==> src/rtl/paged_chunk_run_allocator_unit_macros.svh <==
`ifndef PAGED_CHUNK_RUN_ALLOCATOR_UNIT_MACROS_SVH
`define PAGED_CHUNK_RUN_ALLOCATOR_UNIT_MACROS_SVH

// Same-cycle implication, checked outside reset.
`define PCRA_ASSERT_NOW(label, clk, rst_n, ante, cons, msg) \
	label: assert property (@(posedge clk) disable iff (!(rst_n)) (ante) |-> (cons)) \
		else $error(msg);

// Next-cycle implication, checked outside reset.
`define PCRA_ASSERT_NEXT(label, clk, rst_n, ante, cons, msg) \
	label: assert property (@(posedge clk) disable iff (!(rst_n)) (ante) |=> (cons)) \
		else $error(msg);

`endif

==> src/rtl/pcra_pkg.sv <==
`default_nettype none

package pcra_pkg;

	// Bytes per chunk; sizes and offsets are taken apart by this power of two.
	localparam int CHUNK_BYTES = 256;
	// Widest chunk index the fit search reports.
	localparam int MAX_CHUNK_W = 6;

	typedef enum logic [1:0] {
		ST_OK           = 2'd0,
		ST_BAD_SIZE     = 2'd1,
		ST_NO_SPACE     = 2'd2,
		ST_FREE_IGNORED = 2'd3
	} status_t;

	typedef enum logic [2:0] {
		S_CLEAR,
		S_IDLE,
		S_SCAN,
		S_FREE_CHK,
		S_RESP
	} state_t;

	typedef enum logic {
		REQ_ALLOC = 1'b0,
		REQ_FREE  = 1'b1
	} req_kind_t;

	typedef struct packed {
		logic                   found;
		logic [MAX_CHUNK_W-1:0] first;
	} fit_t;

endpackage

`default_nettype wire

==> src/rtl/pcra_req_if.sv <==
`default_nettype none

interface pcra_req_if;
	logic        valid;
	logic        ready;
	logic        req_type;
	logic [15:0] size_bytes;
	logic [1:0]  free_page;
	logic [11:0] free_offset;

	modport source (output valid, req_type, size_bytes, free_page, free_offset, input ready);
	modport sink (input valid, req_type, size_bytes, free_page, free_offset, output ready);
endinterface

`default_nettype wire

==> src/rtl/pcra_res_if.sv <==
`default_nettype none

interface pcra_res_if;
	logic        valid;
	logic        ready;
	logic [1:0]  status;
	logic [1:0]  grant_page;
	logic [11:0] grant_offset;

	modport source (output valid, status, grant_page, grant_offset, input ready);
	modport sink (input valid, status, grant_page, grant_offset, output ready);
endinterface

`default_nettype wire

==> src/rtl/pcra_ram.sv <==
`default_nettype none

module pcra_ram #(
	parameter int DEPTH = 4,
	parameter int WIDTH = 16
) (
	input  wire logic                   clk,
	input  wire logic                   we,
	input  wire logic [((DEPTH > 1) ? $clog2(DEPTH) : 1)-1:0] waddr,
	input  wire logic [WIDTH-1:0]       wdata,
	input  wire logic [((DEPTH > 1) ? $clog2(DEPTH) : 1)-1:0] raddr,
	output logic      [WIDTH-1:0]       rdata
);

	logic [WIDTH-1:0] mem [DEPTH];

	always_ff @(posedge clk) begin
		if (we) begin
			mem[waddr] <= wdata;
		end
	end

	// registered read
	always_ff @(posedge clk) begin
		rdata <= mem[raddr];
	end

endmodule

`default_nettype wire

==> src/rtl/pcra_fit.sv <==
`default_nettype none

module pcra_fit
	import pcra_pkg::*;
#(
	parameter int CPP = 16
) (
	input  wire logic [CPP-1:0] used_row,
	input  wire logic [CPP-1:0] need_mask,
	output fit_t                fit
);

	logic [CPP-1:0] free_row;
	logic [CPP-1:0] fits;

	assign free_row = ~used_row;

	// a window fits when every chunk under the mask is free; chunks past the
	// page edge shift in as used
	always_comb begin
		for (int c = 0; c < CPP; c++) begin
			fits[c] = &((free_row >> c) | ~need_mask);
		end
	end

	// lowest fitting start wins
	always_comb begin
		fit.found = |fits;
		fit.first = '0;
		for (int c = CPP - 1; c >= 0; c--) begin
			if (fits[c]) begin
				fit.first = MAX_CHUNK_W'(c);
			end
		end
	end

endmodule

`default_nettype wire

==> src/rtl/paged_chunk_run_allocator_unit.sv <==
// Paged chunk-run allocator: first-fit allocation of chunk runs in paged memory.
// Channel req (sink): req_type 0 allocates size_bytes (non-zero multiple of 256),
// req_type 1 frees the run starting at free_page / free_offset.
// Channel res (source): one response per request; status 0 ok, 1 bad size,
// 2 no space, 3 free ignored; grant_page / grant_offset valid on allocate ok,
// zero otherwise. Both channels use valid/ready; a request is taken when both
// are high at a rising edge of clk.
// Flow: a rejected request goes straight to S_RESP, a free passes S_FREE_CHK
// first, an allocate scans pages in S_SCAN. The used bitmap memory holds one
// page per row and the fit search checks one row per cycle, so the page scan
// sets the allocate time. One request is in flight at a time; ready rises
// again once its response sits in the output register.
// Reset: arst_n clears control at once, then a clearing pass over all
// PAGES * CHUNKS_PER_PAGE entries zeroes both memories with ready held low.
// Stall: a response that is not taken holds in the output register; the next
// request may be accepted meanwhile but its response waits until the slot frees.
`default_nettype none

`include "paged_chunk_run_allocator_unit_macros.svh"

module paged_chunk_run_allocator_unit
	import pcra_pkg::*;
#(
	parameter int PAGES           = 4,
	parameter int CHUNKS_PER_PAGE = 16
) (
	input wire logic clk,
	input wire logic arst_n,
	pcra_req_if.sink   req,
	pcra_res_if.source res
);

	localparam int CPP   = CHUNKS_PER_PAGE;
	localparam int TOTAL = PAGES * CPP;
	localparam int PAW   = (PAGES > 1) ? $clog2(PAGES) : 1;
	localparam int TAW   = $clog2(TOTAL);
	localparam int CW    = $clog2(CPP);
	localparam int LW    = $clog2(CPP + 1);
	localparam int MW    = CPP + 1;

	state_t state_q, state_d;

	// clearing pass counter
	logic [TAW-1:0] clr_q, clr_d;

	// request context
	logic [PAW-1:0] page_q, page_d;
	logic [CW-1:0]  chunk_q, chunk_d;
	logic [TAW-1:0] base_q, base_d;
	logic [LW-1:0]  need_q, need_d;
	logic [CPP-1:0] mask_q, mask_d;

	// pending response, waiting for the output slot
	status_t     pend_status_q, pend_status_d;
	logic [1:0]  pend_page_q, pend_page_d;
	logic [11:0] pend_offset_q, pend_offset_d;

	// output register
	logic        res_valid_q, res_valid_d;
	status_t     res_status_q;
	logic [1:0]  res_page_q;
	logic [11:0] res_offset_q;
	logic        res_load;

	// memory ports
	logic           used_we, len_we;
	logic [PAW-1:0] used_waddr, used_raddr;
	logic [TAW-1:0] len_waddr, len_raddr;
	logic [CPP-1:0] used_wdata, used_rdata;
	logic [LW-1:0]  len_wdata, len_rdata;

	fit_t           fit;
	logic [CW-1:0]  fit_first;
	logic [TAW-1:0] fit_addr;

	// request decode
	logic        accept;
	logic [15:0] need_wide;
	logic [11:0] chunk_wide;
	logic        size_bad;
	logic [CPP-1:0] free_mask;

	pcra_ram #(.DEPTH(PAGES), .WIDTH(CPP)) u_used_ram (
		.clk   (clk),
		.we    (used_we),
		.waddr (used_waddr),
		.wdata (used_wdata),
		.raddr (used_raddr),
		.rdata (used_rdata)
	);

	pcra_ram #(.DEPTH(TOTAL), .WIDTH(LW)) u_len_ram (
		.clk   (clk),
		.we    (len_we),
		.waddr (len_waddr),
		.wdata (len_wdata),
		.raddr (len_raddr),
		.rdata (len_rdata)
	);

	pcra_fit #(.CPP(CPP)) u_fit (
		.used_row  (used_rdata),
		.need_mask (mask_q),
		.fit       (fit)
	);

	assign fit_first  = CW'(fit.first);
	assign fit_addr   = TAW'(32'(page_q) * CPP + 32'(fit_first));
	assign accept     = req.valid && req.ready;
	assign need_wide  = 16'(req.size_bytes / CHUNK_BYTES);
	assign chunk_wide = 12'(req.free_offset / CHUNK_BYTES);
	assign size_bad   = (req.size_bytes == 16'd0) || ((req.size_bytes % CHUNK_BYTES) != 0);
	// chunks covered by the recorded run of the entry being freed
	assign free_mask  = CPP'((MW'(1) << len_rdata) - MW'(1));

	assign req.ready    = (state_q == S_IDLE);
	assign res.valid    = res_valid_q;
	assign res.status   = res_status_q;
	assign res.grant_page   = res_page_q;
	assign res.grant_offset = res_offset_q;

	always_ff @(posedge clk or negedge arst_n) begin
		if (!arst_n) begin
			state_q     <= S_CLEAR;
			clr_q       <= '0;
			res_valid_q <= 1'b0;
		end else begin
			state_q     <= state_d;
			clr_q       <= clr_d;
			res_valid_q <= res_valid_d;
		end
	end

	always_ff @(posedge clk) begin
		page_q        <= page_d;
		chunk_q       <= chunk_d;
		base_q        <= base_d;
		need_q        <= need_d;
		mask_q        <= mask_d;
		pend_status_q <= pend_status_d;
		pend_page_q   <= pend_page_d;
		pend_offset_q <= pend_offset_d;
		if (res_load) begin
			res_status_q <= pend_status_q;
			res_page_q   <= pend_page_q;
			res_offset_q <= pend_offset_q;
		end
	end

	always_comb begin
		state_d       = state_q;
		clr_d         = clr_q;
		page_d        = page_q;
		chunk_d       = chunk_q;
		base_d        = base_q;
		need_d        = need_q;
		mask_d        = mask_q;
		pend_status_d = pend_status_q;
		pend_page_d   = pend_page_q;
		pend_offset_d = pend_offset_q;
		res_load      = 1'b0;

		used_we    = 1'b0;
		used_waddr = page_q;
		used_wdata = '0;
		used_raddr = page_q;
		len_we     = 1'b0;
		len_waddr  = base_q;
		len_wdata  = '0;
		len_raddr  = base_q;

		unique case (state_q)
			S_CLEAR: begin
				// zero one run-length entry a cycle; bitmap rows are zeroed while clr_q is below PAGES
				len_we    = 1'b1;
				len_waddr = clr_q;
				used_we    = (32'(clr_q) < PAGES);
				used_waddr = PAW'(clr_q);
				clr_d = TAW'(clr_q + 1'b1);
				if (32'(clr_q) == TOTAL - 1) begin
					state_d = S_IDLE;
				end
			end
			S_IDLE: begin
				pend_page_d   = 2'd0;
				pend_offset_d = 12'd0;
				if (req.req_type == REQ_ALLOC) begin
					used_raddr = '0;
				end else begin
					used_raddr = PAW'(req.free_page);
					len_raddr  = TAW'(32'(req.free_page) * CPP + 32'(chunk_wide));
				end
				if (accept) begin
					page_d  = '0;
					need_d  = LW'(need_wide);
					mask_d  = CPP'((MW'(1) << need_wide) - MW'(1));
					chunk_d = CW'(chunk_wide);
					if (req.req_type == REQ_ALLOC) begin
						if (size_bad) begin
							pend_status_d = ST_BAD_SIZE;
							state_d       = S_RESP;
						end else if (32'(need_wide) > CPP) begin
							pend_status_d = ST_NO_SPACE;
							state_d       = S_RESP;
						end else begin
							state_d = S_SCAN;
						end
					end else begin
						page_d = PAW'(req.free_page);
						base_d = TAW'(32'(req.free_page) * CPP + 32'(chunk_wide));
						if (32'(req.free_page) >= PAGES || 32'(chunk_wide) >= CPP) begin
							pend_status_d = ST_FREE_IGNORED;
							state_d       = S_RESP;
						end else begin
							state_d = S_FREE_CHK;
						end
					end
				end
			end
			S_SCAN: begin
				// fetch the next page row while this one is searched
				used_raddr = PAW'(page_q + 1'b1);
				if (fit.found) begin
					used_we       = 1'b1;
					used_wdata    = used_rdata | CPP'(mask_q << fit_first);
					len_we        = 1'b1;
					len_waddr     = fit_addr;
					len_wdata     = need_q;
					pend_status_d = ST_OK;
					pend_page_d   = 2'(page_q);
					pend_offset_d = 12'(12'(fit_first) << 8);
					state_d       = S_RESP;
				end else if (32'(page_q) == PAGES - 1) begin
					pend_status_d = ST_NO_SPACE;
					state_d       = S_RESP;
				end else begin
					page_d = PAW'(page_q + 1'b1);
				end
			end
			S_FREE_CHK: begin
				if (len_rdata == '0) begin
					pend_status_d = ST_FREE_IGNORED;
				end else begin
					len_we        = 1'b1;
					used_we       = 1'b1;
					used_wdata    = used_rdata & ~CPP'(free_mask << chunk_q);
					pend_status_d = ST_OK;
				end
				state_d = S_RESP;
			end
			S_RESP: begin
				// hold until the output slot is free
				if (!res_valid_q || res.ready) begin
					res_load = 1'b1;
					state_d  = S_IDLE;
				end
			end
			default: begin
				state_d = S_IDLE;
			end
		endcase
	end

	assign res_valid_d = res_load || (res_valid_q && !res.ready);

	`PCRA_ASSERT_NOW(a_no_accept_in_clear, clk, arst_n, state_q == S_CLEAR, !req.ready, "request accepted during clearing pass")
	`PCRA_ASSERT_NEXT(a_busy_after_accept, clk, arst_n, accept, state_q != S_IDLE && state_q != S_CLEAR, "allocator idle right after taking a request")
	`PCRA_ASSERT_NOW(a_grant_zero_unless_ok, clk, arst_n, res.valid && res.status != ST_OK, res.grant_page == 2'd0 && res.grant_offset == 12'd0, "grant fields set on a failed response")
	`PCRA_ASSERT_NOW(a_grant_aligned, clk, arst_n, res.valid, res.grant_offset[7:0] == 8'd0, "grant offset not chunk aligned")

endmodule

`default_nettype wire
==> src/flat_wrapper.sv <==
// flat-port wrapper written by rule: the top's interface ports become plain ports
module paged_chunk_run_allocator_unit_flat import pcra_pkg::*;
#(
	parameter int PAGES           = 4,
	parameter int CHUNKS_PER_PAGE = 16
)
  (clk, arst_n, req_valid, req_req_type, req_size_bytes, req_free_page, req_free_offset, req_ready, res_valid, res_status, res_grant_page, res_grant_offset, res_ready);
  pcra_req_if req_i ();
  pcra_res_if res_i ();
  input wire logic clk;
  input wire logic arst_n;
  input wire logic [$bits(req_i.valid)-1:0] req_valid;
  input wire logic [$bits(req_i.req_type)-1:0] req_req_type;
  input wire logic [$bits(req_i.size_bytes)-1:0] req_size_bytes;
  input wire logic [$bits(req_i.free_page)-1:0] req_free_page;
  input wire logic [$bits(req_i.free_offset)-1:0] req_free_offset;
  output wire logic [$bits(req_i.ready)-1:0] req_ready;
  output wire logic [$bits(res_i.valid)-1:0] res_valid;
  output wire logic [$bits(res_i.status)-1:0] res_status;
  output wire logic [$bits(res_i.grant_page)-1:0] res_grant_page;
  output wire logic [$bits(res_i.grant_offset)-1:0] res_grant_offset;
  input wire logic [$bits(res_i.ready)-1:0] res_ready;
  assign req_i.valid = req_valid;
  assign req_i.req_type = req_req_type;
  assign req_i.size_bytes = req_size_bytes;
  assign req_i.free_page = req_free_page;
  assign req_i.free_offset = req_free_offset;
  assign req_ready = req_i.ready;
  assign res_valid = res_i.valid;
  assign res_status = res_i.status;
  assign res_grant_page = res_i.grant_page;
  assign res_grant_offset = res_i.grant_offset;
  assign res_i.ready = res_ready;
  paged_chunk_run_allocator_unit #(.PAGES(PAGES), .CHUNKS_PER_PAGE(CHUNKS_PER_PAGE)) u_core (.clk(clk), .arst_n(arst_n), .req(req_i), .res(res_i));
endmodule
==> config.mk <==
export PLATFORM = sky130hd
export DESIGN_NAME = paged_chunk_run_allocator_unit_flat
export DESIGN_NICKNAME = d
export VERILOG_FILES = /design/src/rtl/pcra_pkg.sv /design/src/rtl/pcra_req_if.sv /design/src/rtl/pcra_res_if.sv /design/src/rtl/pcra_ram.sv /design/src/rtl/pcra_fit.sv /design/src/rtl/paged_chunk_run_allocator_unit.sv /design/src/flat_wrapper.sv
export VERILOG_INCLUDE_DIRS = /design/src /design/src/rtl
export SDC_FILE = /design/constraint.sdc
export NUM_CORES = 1
export LEC_CHECK = 0
export ABC_AREA = 1
export BUFFER_PORTS_ARGS = -buffer_cell sky130_fd_sc_hd__buf_4
export CAP_MARGIN = 20
export CORE_MARGIN = 4
export CORE_UTILIZATION = 35
export CTS_CLUSTER_SIZE = 30
export DETAILED_ROUTE_END_ITERATION = 6
export GPL_TIMING_DRIVEN = 0
export SYNTH_ARGS = -nofsm -noshare
export SYNTH_HDL_FRONTEND = slang
export SYNTH_SLANG_ARGS = --single-unit
==> constraint.sdc <==
create_clock -name clk -period 5.4 [get_ports clk]
set_input_delay 0.54 -clock clk [delete_from_list [all_inputs] [get_ports clk]]
set_output_delay 0.54 -clock clk [all_outputs]
set_load 0.02 [all_outputs]
; Yosys cells after proc, flatten, opt, wreduce, memory -nomap -nowiden
; Memory sizes are Yosys's and may differ from the RTL's. A register that Yosys moved wholly into a read port is not among the register bits.
; Cells that the tools add are included.
; W data, S select, Z words.
[classes]
addsub = 6
n_lt_le_gt_ge = 3
n_eq_ne = 15
shifts = 4
muxes = 65
bitwise = 21
reduce_logical = 35
[ops]
columns = op, count
row1 = $reduce_and A16 Y1, 16
row2 = $mux W4, 16
row3 = $not A16 Y16, 3
row4 = $mux W16, 2
row5 = $or A16 B16 Y16, 2
row6 = $pmux W16 S2, 1
row7 = $reduce_bool A32 Y1, 1
row8 = $shl A16 B4 Y16, 2
row9 = $sub A16 B2 Y16 const B, 2
row10 = $mux W2, 14
row11 = $mux W3, 9
row12 = $pmux W12 S2, 1
row13 = $mux W6, 3
row14 = $and A16 B16 Y16, 1
row15 = $logic_not A16 Y1, 1
row16 = $or A1 B16 Y16, 1
row17 = $or A10 B16 Y16, 1
row18 = $or A11 B16 Y16, 1
row19 = $or A12 B16 Y16, 1
row20 = $or A13 B16 Y16, 1
row21 = $or A14 B16 Y16, 1
row22 = $or A15 B16 Y16, 1
row23 = $or A2 B16 Y16, 1
row24 = $or A3 B16 Y16, 1
row25 = other kinds (43), 66
[totals]
ff_bits = 75
mem_bits_rw = 384
n_memories = 2
[memory_table]
columns = name, words, width, rd, rd_clocked_by_memory_dff, write_ports, line
row1 = u_core.u_len_ram.mem, 64, 5, 1, 1, 1, pcra_ram.sv:15  ; logic [WIDTH-1:0] mem [DEPTH];
row2 = u_core.u_used_ram.mem, 4, 16, 1, 1, 1, pcra_ram.sv:15

; Logic depth before layout (Yosys ltp)
[logic_depth]
depth_word = 23
ltp_mapped = 32
ltp_nobuf = 30

; Modules after synthesis
; Synthesis repeated with hierarchy kept, for this count alone.
[unflattened]
hier_cells = 2396
hier_area_um2 = 22589.2
[modules_own_cells]
columns = mod, n_inst, cells_per_inst, area_per_inst_um2
row1 = pcra_ram (u_core.u_len_ram), 1, 1162, 13387.8
row2 = paged_chunk_run_allocator_unit, 1, 714, 4889.7
row3 = pcra_ram (u_core.u_used_ram), 1, 275, 3079.2
row4 = pcra_fit, 1, 245, 1232.4

; Worst setup path after synthesis
; Ideal clock, no wire load.
[synth_path]
path_type = reg-to-reg
start = reg u_core.mask_q[4]
end = mem u_core.u_len_ram.mem[0][0] (netlist bit) (data pin)
setup_ps = 500
arrival_time_ps = 3233
t_required_ps = 4900
slack_ps = 1667
stages_incl_launch_ff = 13
n_path_buf = 1
period_less_slack_ps = 3733
cell_sequence = edfxtp_1 -> inv_2 -> buf_2 -> o22ai_1 -> nor4_1 -> nand3_1 -> nand2_1 -> nor2_1 -> nand2_2 -> nor2_2 -> inv_2 -> nand2_4 -> nor2_1
[synth_between]
elab_chain_cells = 6
[synth_lines]
columns = item, line
row1 = start: declaration, paged_chunk_run_allocator_unit.sv:51  ; logic [CPP-1:0] mask_q, mask_d;
row2 = start signal: assignment, paged_chunk_run_allocator_unit.sv:139  ; mask_q <= mask_d;
row3 = $not A16 Y16 (*), pcra_fit.sv:22  ; fits[c] = &((free_row >> c) | ~need_mask);
row4 = "$or A16 B16 Y16, or another cell as far along", pcra_fit.sv:22
row5 = $reduce_and A16 Y1, pcra_fit.sv:22
row6 = $reduce_or A16 Y1 (*), pcra_fit.sv:28  ; fit.found = |fits;
row7 = $mux W5 (*), paged_chunk_run_allocator_unit.sv:223  ; if (fit.found) begin
row8 = $mux W5 (*), paged_chunk_run_allocator_unit.sv:172  ; unique case (state_q)
row9 = named net u_core.len_wdata[0], paged_chunk_run_allocator_unit.sv:70  ; logic [LW-1:0] len_wdata, len_rdata;
row10 = end: declaration, pcra_ram.sv:15
; The timed path passes the listed nets; every way through them passes the cells marked *.

; Final worst setup path
[layout_path]
start = reg u_core.u_used_ram.rdata[11] (read register of u_core.u_used_ram.mem)
end = mem u_core.u_len_ram.mem[55][0] (netlist bit) (enable)
[layout_between]
elab_chain_cells = 18
[layout_lines]
columns = item, line
row1 = start: declaration, pcra_ram.sv:12  ; output logic [WIDTH-1:0] rdata
row2 = $not A16 Y16 (*), pcra_fit.sv:16  ; assign free_row = ~used_row;
row3 = $or A5 B16 Y16, pcra_fit.sv:22
row4 = $reduce_and A16 Y1, pcra_fit.sv:22
row5 = $mux W4 (12 in series), pcra_fit.sv:31  ; if (fits[c]) begin
row6 = $add A6 B4 Y6, paged_chunk_run_allocator_unit.sv:108  ; assign fit_addr = TAW'(32'(page_q) * CPP + 32'(fit_first));
row7 = $mux W6, paged_chunk_run_allocator_unit.sv:223
row8 = $pmux W6 S2, paged_chunk_run_allocator_unit.sv:172
; Mark *: on every way between the ends. The rest lies on a longest branch, timed or not.

==> flow_summary.html <==
<table>
<tr><th>Metric</th><th>Value</th></tr>
<tr><th colspan="2">Yosys</th></tr>
<tr><td>Adder and majority gate portion of the synthesized area</td><td>0.231%</td></tr>
<tr><td>Post-synthesis mux area share</td><td>0.0926%</td></tr>
<tr><td>Simple-gate area share of the yosys netlist</td><td>16.9%</td></tr>
<tr><td>Top FF cell, synth</td><td>edfxtp_1</td></tr>
<tr><td>Distinct cell type count of the synthesized netlist</td><td>59</td></tr>
<tr><td>Proportion of register bits with asynchronous set or reset after synthesis</td><td>2.16%</td></tr>
<tr><td>Yosys warning count</td><td>0</td></tr>
<tr><td>Largest area contributor in the netlist</td><td>edfxtp_1</td></tr>
<tr><td>Dominant combinational cell family by area after synthesis</td><td>simple AND/OR/NAND/NOR gates</td></tr>
<tr><td>Xor-xnor portion of the synthesized cell area</td><td>0.567%</td></tr>
<tr><td>Mapped cell area</td><td>21600 sq um</td></tr>
<tr><td>Syn_area_per_cell</td><td>10.4 sq um</td></tr>
<tr><td>Largest cells by area after synthesis</td><td>edfxtp_1 60%, nor2_1 6.3%, o21ai_0 5.8%</td></tr>
<tr><td>Sequential element share of the synthesized area</td><td>63.2%</td></tr>
<tr><td>FF+latch count, synth</td><td>464</td></tr>
<tr><td>Fraction of post-synthesis cell area in the top cell type by area</td><td>60.1%</td></tr>
<tr><td>Gate count after technology mapping</td><td>just over 2000</td></tr>
<tr><td>Number of flops mapped to enable cells by yosys</td><td>433</td></tr>
<tr><td>Share of the synthesized area in compound gates (AO/OA/AOI/OAI)</td><td>around 14%</td></tr>
<tr><th colspan="2">Clock tree</th></tr>
<tr><td>CTS root buf</td><td>clkbuf_16</td></tr>
<tr><td>Bufs on Longest Clock Path</td><td>3</td></tr>
<tr><td>Worst-path clk slew</td><td>0.06 ns</td></tr>
<tr><td>TritonCTS clock tree</td><td>yes</td></tr>
<tr><td>CTS HTree Levels</td><td>2</td></tr>
<tr><td># clock sinks</td><td>464</td></tr>
<tr><td>Total CTS buffers</td><td>46</td></tr>
<tr><td>Post-CTS repair timing setup buffer count</td><td>0</td></tr>
<tr><td>Later-pin clock latency in the skew report</td><td>0.60 ns</td></tr>
<tr><th colspan="2">Placement</th></tr>
<tr><td>Placed cell area</td><td>23100 sq um</td></tr>
<tr><td>Buffers on Ports</td><td>36</td></tr>
<tr><td>Placed Cells incl. Taps</td><td>between 2000 and 3000</td></tr>
<tr><td>Routability cong.</td><td>0.964</td></tr>
<tr><td>Detailed-placement wirelength estimate</td><td>48300 um</td></tr>
<tr><th colspan="2">Worst setup path</th></tr>
<tr><td>Slack of the worst reg-to-reg path</td><td>1.09 ns</td></tr>
<tr><td>Worst endpoint data arrival time</td><td>4.53 ns</td></tr>
<tr><td>Worst Setup End Kind</td><td>register</td></tr>
<tr><td>Worst setup path start</td><td>u_core.u_used_ram.rdata[11]</td></tr>
<tr><td>Critical setup path kind</td><td>register to register</td></tr>
<tr><td>Timing endpoint of the critical path</td><td>u_core.u_len_ram.mem[55][0]</td></tr>
<tr><td>Start of the worst register-to-register path</td><td>u_core.u_used_ram.rdata[11]</td></tr>
<tr><td>Worst flop-to-flop path endpoint</td><td>u_core.u_len_ram.mem[55][0]</td></tr>
<tr><td>Largest driver fanout on the critical path</td><td>8</td></tr>
<tr><td>R2r worst-path depth</td><td>15</td></tr>
<tr><td>CP Launch Type</td><td>register</td></tr>
<tr><td>Worst path required time</td><td>5.62 ns</td></tr>
<tr><th colspan="2">Timing</th></tr>
<tr><td>Maximum frequency from static timing analysis</td><td>~230 MHz</td></tr>
<tr><td>Accumulated negative setup slack</td><td>0 ns</td></tr>
<tr><td>Slew at the pin closest to its max-slew limit</td><td>~1.1 ns</td></tr>
<tr><td>Worst hold slack</td><td>between 0.15 and 0.2 ns</td></tr>
<tr><td>Setup repair after global routing missed its margin</td><td>false</td></tr>
<tr><td>Relative slew slack</td><td>25.8%</td></tr>
<tr><td>Layout Skew</td><td>roughly 0.019 ns</td></tr>
<tr><td>Pins over their slew limit</td><td>0</td></tr>
<tr><td>Share of the cycle needed by the critical path after routing</td><td>roughly 80%</td></tr>
<tr><td>Hold Fails Final Rpt</td><td>0</td></tr>
<tr><td>Setup violators final</td><td>0</td></tr>
<tr><td>Minimum period implied by the final worst setup slack</td><td>4.31 ns</td></tr>
<tr><th colspan="2">Drt</th></tr>
<tr><td>Antenna-violating nets left</td><td>0</td></tr>
<tr><td>Via density per instance</td><td>5.72</td></tr>
<tr><td>Wire length after detailed routing</td><td>a little under 70000 um</td></tr>
<tr><td>Wire length per cell after detailed routing</td><td>23.3 um</td></tr>
<tr><td>DRC marker count from the first detailed-route iteration</td><td>2425</td></tr>
<tr><td>Count of vias placed by the detailed router</td><td>about 17000</td></tr>
<tr><td>Total iterations of the first detailed-routing run</td><td>6</td></tr>
<tr><td>Remaining routing DRC violations</td><td>0</td></tr>
<tr><th colspan="2">Power</th></tr>
<tr><td>Peak supply drop</td><td>0.353 mV</td></tr>
<tr><td>Tot Pwr</td><td>between 10 and 15 mW</td></tr>
<tr><td>Ratio of total power to cell area</td><td>approximately 540 nW/um^2</td></tr>
<tr><td>LEAKAGE</td><td>8.27 nW</td></tr>
<tr><th colspan="2">Floorplanning</th></tr>
<tr><td>Initial standard-cell utilization of the core</td><td>35.6%</td></tr>
<tr><td>DIE HEIGHT</td><td>257 um</td></tr>
<tr><td>Site Rows</td><td>90</td></tr>
<tr><td>Core ar.</td><td>60800 sq um</td></tr>
<tr><td>IO Count</td><td>53</td></tr>
<tr><td>Chip width</td><td>about 260 um</td></tr>
<tr><td>Die ar.</td><td>about 66000 sq um</td></tr>
<tr><th colspan="2">Global route</th></tr>
<tr><td>First-pass GRT wire length</td><td>103000 um</td></tr>
<tr><td>Antenna violations before repair</td><td>1</td></tr>
<tr><td>Global-route total usage across every layer</td><td>between 20 and 25%</td></tr>
<tr><td>Vias in the first global route</td><td>roughly 16000</td></tr>
<tr><td>Maximum number of pins on one net before global-route repair</td><td>49</td></tr>
<tr><td>Aggregate global routing overflow</td><td>0</td></tr>
<tr><th colspan="2">Cells and area</th></tr>
<tr><td>Synth-to-Final Area Change</td><td>13.1%</td></tr>
<tr><td>Final Net Count</td><td>approximately 2200</td></tr>
<tr><td>Proportion of layout cells with a drive suffix above 1</td><td>9.41%</td></tr>
<tr><td>Number of standard cells in the layout, taps in and fillers out</td><td>~3000</td></tr>
<tr><td>Most frequent standard cell in the layout excluding fill and tap cells</td><td>edfxtp_1</td></tr>
<tr><td>Number of antenna diodes</td><td>0</td></tr>
<tr><td>Leading cell types in the layout, fill and taps excluded</td><td>433 x edfxtp_1, 356 x nor2_1, 274 x nand2_1</td></tr>
<tr><td>Post-route design area</td><td>24500 sq um</td></tr>
<tr><th colspan="2">Run status</th></tr>
<tr><td>Result of the run</td><td>completed</td></tr>
<tr><th colspan="2">Run</th></tr>
<tr><td>Max-cap violation count</td><td>0</td></tr>
<tr><th colspan="2">Worst hold path</th></tr>
<tr><td>Tightest Hold Check Type</td><td>input port to register</td></tr>
<tr><td>Hold Crit Depth</td><td>1</td></tr>
</table>
layout make-up:
| cell class | count | area, sq um |
|---|---|---|
| buffer | 113 | 508 |
| clock buffer | 61 | 1260 |
| clock inverter | 19 | 124 |
| fill | 5814 | 36400 |
| inverter | 137 | 514 |
| multi-input combinational | 1362 | 7000 |
| sequential | 464 | 13700 |
| tap | 782 | 978 |
| timing repair buffer | 43 | 400 |
sequential cells by signal (all words and copies together), names as in the netlist:
register / flops
u_core.mask_q: 16
u_core.res.status: 2
u_core.clr_q: 6
u_core.res.grant_offset: 4
u_core.res.grant_page: 2
u_core.need_q: 5
u_core.chunk_q: 4
u_core.base_q: 6
u_core.u_used_ram.rdata: 16
u_core.pend_offset_q: 4
u_core.u_used_ram.mem: 64
u_core.pend_page_q: 2
u_core.u_len_ram.mem: 320
u_core.page_q: 2
u_core.pend_status_q: 2
u_core.state_q: 3
u_core.res.valid: 1
u_core.u_len_ram.rdata: 5
cell families after synthesis:
logic type,after synthesis
compound gates,489
simple gates,845
other cells,1
buf+inv,250
fa+ha+maj,4
xor+xnor,14
flops,464
mux,2
cells in the mapped netlist (all sizes together) (18+ instances only):
| master | instances |
|---|---|
| o22ai | 78 |
| o211ai | 51 |
| inv | 131 |
| o221ai | 42 |
| a21oi | 18 |
| buf | 39 |
| nor3 | 20 |
| o21ai | 254 |
| clkbuf | 74 |
| edfxtp | 433 |
| nor2 | 373 |
| dfxtp | 21 |
| nand3 | 129 |
| nand2 | 290 |
per-layer routing:
metal | vias up | track usage, % | routed length [um]
li1 | 7675 | - | -
met1 | 8340 | 30.0 | 30600
met2 | 877 | 30.5 | 30300
met3 | 169 | 3.86 | 6200
met4 | 0 | 7.41 | 2490
met5 | - | 0 | 0
worst min path at each step:
stage | from | end | slack [ns]
floorplan | arst_n | u_core.clr_q[0] | 0.24
global placement | arst_n | u_core.res.valid | 0.38
detailed placement | arst_n | u_core.res.valid | 0.38
CTS | req_size_bytes[12] | u_core.need_q[4] | 0.13
global route | req_free_offset[11] | u_core.chunk_q[3] | 0.14
finish | req_size_bytes[12] | u_core.need_q[4] | 0.16
per-stage QoR:
stage | setup WS, ns | util, %
final | 1.09 | 40.2
after global routing | 0.851 | 40.2
after CTS | 1.16 | 40.2
after detailed placement | 1.18 | 37.9
after global placement | -1.35 | 37.7
after floorplan | 1.67 | -
timing repair:
item,in CTS,in global routing
hold buffers,1,0
gates resized for setup,0,0
hold endpoints to repair,10,0
setup endpoints to repair,0,0
worst max-delay path, cell delays in order (launching register included):
cell and delay, ns:
dfxtp_1 0.47, inv_1 0.39, o21ai_0 0.16, a221oi_1 0.42, nand3_1 0.17, nand2_1 0.14, nor2_1 0.05, nand2_1 0.20
nor2_2 0.09, inv_2 0.15, nand2_4 0.17, o21ai_2 0.30, nand2_2 0.12, nor2_2 0.18, nand3_2 0.32, nor2_1 0.59
power by group:
| group | switching (mW) | internal, mW |
|---|---|---|
| Clock | 1.36 | 1.64 |
| Combinational | 4.26 | 1.39 |
| Sequential | 0.273 | 4.37 |
| Total | 5.89 | 7.40 |
No activity file was read; power rests on OpenSTA's default activity.
